**config.mk**
```make
export PLATFORM = sky130hd
export DESIGN_NAME = cht_ram
export DESIGN_NICKNAME = d
export VERILOG_FILES = /design/src/hw/rtl/cht_ram.sv
export SDC_FILE = /design/constraint.sdc
export NUM_CORES = 2
export LEC_CHECK = 0
export BUFFER_PORTS_ARGS = -buffer_cell sky130_fd_sc_hd__buf_2
export CAP_MARGIN = 30
export CORE_UTILIZATION = 29
export CTS_CLUSTER_DIAMETER = 50
export CTS_CLUSTER_SIZE = 8
export DETAILED_ROUTE_END_ITERATION = 8
export SKIP_CTS_REPAIR_TIMING = 1
export SYNTH_ARGS = -nofsm -noshare
export SYNTH_HDL_FRONTEND = slang
export SYNTH_SLANG_ARGS = --single-unit
```
**constraint.sdc**
```tcl
create_clock -name clk -period 6.6 [get_ports clk]
set_clock_uncertainty 0.05 [all_clocks]
set_input_delay 1.32 -clock clk [delete_from_list [all_inputs] [get_ports clk]]
set_output_delay 1.32 -clock clk [all_outputs]
set_load 0.01 [all_outputs]
```
**src/hw/rtl/cht_ram.sv**
```systemverilog
`timescale 1ns / 1ps
`default_nettype none
// ----------------------------------------------------------------------------
// cht_ram
// Simple dual-port RAM: one write port, one read port, registered read.
// ----------------------------------------------------------------------------
module cht_ram #(
    parameter int WIDTH = 8,
    parameter int DEPTH = 256
) (
    input  wire logic                     clk,
    input  wire logic                     we,
    input  wire logic [$clog2(DEPTH)-1:0] waddr,
    input  wire logic [WIDTH-1:0]         wdata,
    input  wire logic [$clog2(DEPTH)-1:0] raddr,
    output      logic [WIDTH-1:0]         rdata
);

    logic [WIDTH-1:0] mem [DEPTH];

    always_ff @(posedge clk)
    begin
        if (we)
        begin
            mem[waddr] <= wdata;
        end
        rdata <= mem[raddr];
    end

endmodule
`default_nettype wire

```
# Word-level counts from Yosys, hierarchy flattened
# Memories as Yosys holds them, arrays and structs flattened. A register that Yosys moved wholly into a read port is not among the register bits.
# Cells that the tools add are included.
# totals
mem_count	1
register_bits	0
wordCells	3
ram_bits	2048
inputBits	26
# classes
mux	2
# memory_table
name	depth	word_bits	rd	rd_ports_with_merged_regs	wr	line	source
mem	256	8	1	1	1	19	logic [WIDTH-1:0] mem [DEPTH];
# op_table
cell	count
$mux W1	2

# Logic depth before layout (Yosys ltp)
# logic_depth
word_depth	2
mapped_depth	11
depth_no_buf	6

# Worst setup path before layout
# No wires, ideal clock.
# synth_path
kind	input-to-reg
start	input raddr[0]
end	register rdata[2], read port of mem
cell_stages	9
setup_ns	0.131
t_arrival_ns	3.127
setup_slack_ns	3.292
path_cell_list	buf_6 buf_12 buf_8 buf_2 mux4_2 a22oi_1 a21oi_1 nor4_1 nor4_2
# synth_rtl
item	line	source
start, declared	15	input wire logic [$clog2(DEPTH)-1:0] raddr,
end, declared	16	output logic [WIDTH-1:0] rdata

==> results.sh <==
export IMPL_status="completed"
export IMPL_hold_viol=0
export IMPL_crit_fanout=80
export IMPL_report_power_total_mw=29.6
export IMPL_regArea_sq_um=61700
export IMPL_initial_utilization_pct=29.3
export IMPL_peakVddDrop_v=0.000298
export IMPL_drt_iter0_drc=4484
export IMPL_fillers=24978
export IMPL_cts_sinks=2056
export IMPL_most_common_layout_cells="edfxtp_1 (2048), mux4_2 (454), clkbuf_16 (321)"
export IMPL_cp_data_arrival_time_ns=4.86
export IMPL_grt_setup_unrepaired="no"
export IMPL_first_pass_iters=6
export IMPL_critPathKind="in -> reg"
export IMPL_clock_path_buffers=4
export IMPL_antenna_found_initial=15
export IMPL_cap_viol_max_count=0
export IMPL_avgViaCountPerCell=5.16
export IMPL_syn_area_sq_um=79600
export IMPL_synth_edf_count=2048
export IMPL_worstPathRequired_ns=7.30
export IMPL_period_share_pct=63.0
export IMPL_cts_tree="yes"
export IMPL_period_minus_slack_ns=4.16
export IMPL_fp_row_count=191
export IMPL_cts_root_buf="clkbuf_16"
export IMPL_critPathLaunchType="input port"
export IMPL_end_kind="flop"
export IMPL_final_nets=3983
export IMPL_pin_count=34
export IMPL_cts_buffers=312
export IMPL_async_reset_ff_share_pct=0
export IMPL_io_buffer_count=33
export IMPL_die_area_sq_um=276000
export IMPL_synth_flop_cell="edfxtp_1"
export IMPL_die_x_um=526
export IMPL_core_sq_um=272000
export IMPL_p_leak_nw=28.1
export IMPL_setup_violations=0
export IMPL_grt_pass1_vias=40073
export IMPL_maxSlewViolCount=0
export IMPL_gp_congestion=0.814
export IMPL_drc=0
export IMPL_setup_tns_ns=0
export IMPL_multi_input_area_sq_um=16500
export IMPL_ant_nets=0
export IMPL_syn_inst=3733
export IMPL_synth_seq_cells=2056
export IMPL_post_drt_wl_per_cell_um=26.9
export IMPL_hold_path_class="in -> reg"
export IMPL_power_density_nw_per_um2=321
export IMPL_mostFrequentLayoutCell="edfxtp_1"
export IMPL_clkLatencyLatePin_ns=0.92
export IMPL_fin_area_sq_um=92300
export IMPL_dp_hpwl_um=121000
export IMPL_dieHeight_um=526
export IMPL_area_growth_pct=16.0
export IMPL_synth_nets=3759
export IMPL_avgSynthCellArea_sq_um=21.3
export IMPL_placed_area_sq_um=83900
export IMPL_grt_max_degree=157
export IMPL_grt_use_total_pct=14.5
export IMPL_clk_pin_slew_ns=0.05
export IMPL_final_util_pct=34.0
export IMPL_tightest_slew_ns=1.26
export IMPL_drive_gt1_share_pct=23.8
export IMPL_yosysSeqAreaShare_pct=77.5
export IMPL_route_vias_total=39150
export IMPL_totalWireLength_um=204000
export IMPL_grt_overflow_total=0
export IMPL_grt_pass1_wl_um=291000
export IMPL_synth_distinct_cells=55
export IMPL_maxSlewHeadroom_pct=16.1
export IMPL_yosysWarnings=0
export IMPL_htree_num_levels=5
export IMPL_max_freq_mhz=240
## layout make-up
type / instances / share of cell area (%)
flip-flops and latches: 2056 / 66.8
clock inverters: 14 / 0.165
clock buffers: 354 / 8.84
repair buffers: 143 / 1.43
inverters: 2 / 0.00814
diodes: 4 / 0.0108
multi-input cells: 1442 / 17.9
well taps: 3570 / 4.84
## power breakdown
part / switching [mW] / internal [mW] / leakage (nW) / total [mW]
clock: 5.21 / 8.62 / 4.07 / 13.8
sequential: 0.0337 / 14.4 / 18.5 / 14.5
combinational: 0.859 / 0.428 / 5.59 / 1.29
## stage by stage
stage | setup WS [ns] | instances | hold WS (ns)
floorplan | 3.29 | 3733 | 0.720
global placement | 1.43 | 7188 | 1.01
detailed placement | 1.64 | 7204 | 0.987
CTS | 2.61 | 7572 | 0.862
global route | 2.41 | 7582 | 0.864
finish | 2.44 | 7585 | 0.852
## synthesized netlist by cell type (all sizes together), types with 2 or more instances
master / count / area share, %
a311oi: 2 / 0.022
o21ai: 12 / 0.075
mux4: 456 / 13
a22oi: 133 / 1.3
a31oi: 2 / 0.016
a211oi: 16 / 0.15
o22ai: 28 / 0.22
o32ai: 5 / 0.064
and3b: 2 / 0.022
clkbuf: 111 / 0.52
a22o: 8 / 0.088
nor3: 22 / 0.14
nand2: 33 / 0.16
buf: 122 / 1.3
nor2b: 31 / 0.24
nand3b: 2 / 0.019
a21oi: 96 / 0.60
o221ai: 47 / 0.53
nand4: 10 / 0.079
nand3: 34 / 0.21
a221oi: 14 / 0.16
o211ai: 10 / 0.094
edfxtp: 2048 / 77
a2111oi: 5 / 0.066
o22a: 5 / 0.055
mux2i: 134 / 1.7
and2: 6 / 0.047
nor2: 282 / 1.3
nand2b: 8 / 0.063
or2: 4 / 0.031
dfxtp: 8 / 0.20
nor4: 27 / 0.24
## worst max-delay path, cell delays in order
cell and delay [ns]:
buf_8 0.52, buf_4 0.55, buf_4 0.35, mux4_2 0.34
a221oi_1 0.48, o221ai_1 0.25, a211oi_1 0.82, nor4_1 0.09
## cells by family after synthesis
group | Yosys count | share of synthesized area (%)
AO/OA/AOI/OAI | 385 | 3.42
buffers and inverters | 235 | 1.83
flip-flops | 2056 | 77.5
multiplexers | 591 | 14.6
AND/OR/NAND/NOR | 466 | 2.63
## routing by layer
metal	GRT usage, %	vias to the layer above	wire (um)
met5	0	-	13
met4	5.33	2	6930
met3	4.02	321	18700
met2	23.0	1841	96700
met1	19.0	20928	82100
li1	-	16058	-
## worst paths after layout
check | startpoint | end | slack, ns | cells after the start
setup / recovery | raddr[1] | rdata[5] | 2.44 | 8
hold / removal | wdata[4] | mem[66][4] | 0.85 | 1
setup reg to reg | mem[27][5] | rdata[5] | 3.75 | 6
hold reg to reg | mem[3][3] | rdata[3] | 1.06 | 5
## state kept, by name, summed over array words and instances (netlist names)
| signal | count |
|---|---|
| mem | 2048 |
| rdata | 8 |
Note: power is estimated with default switching activity, not from simulation.
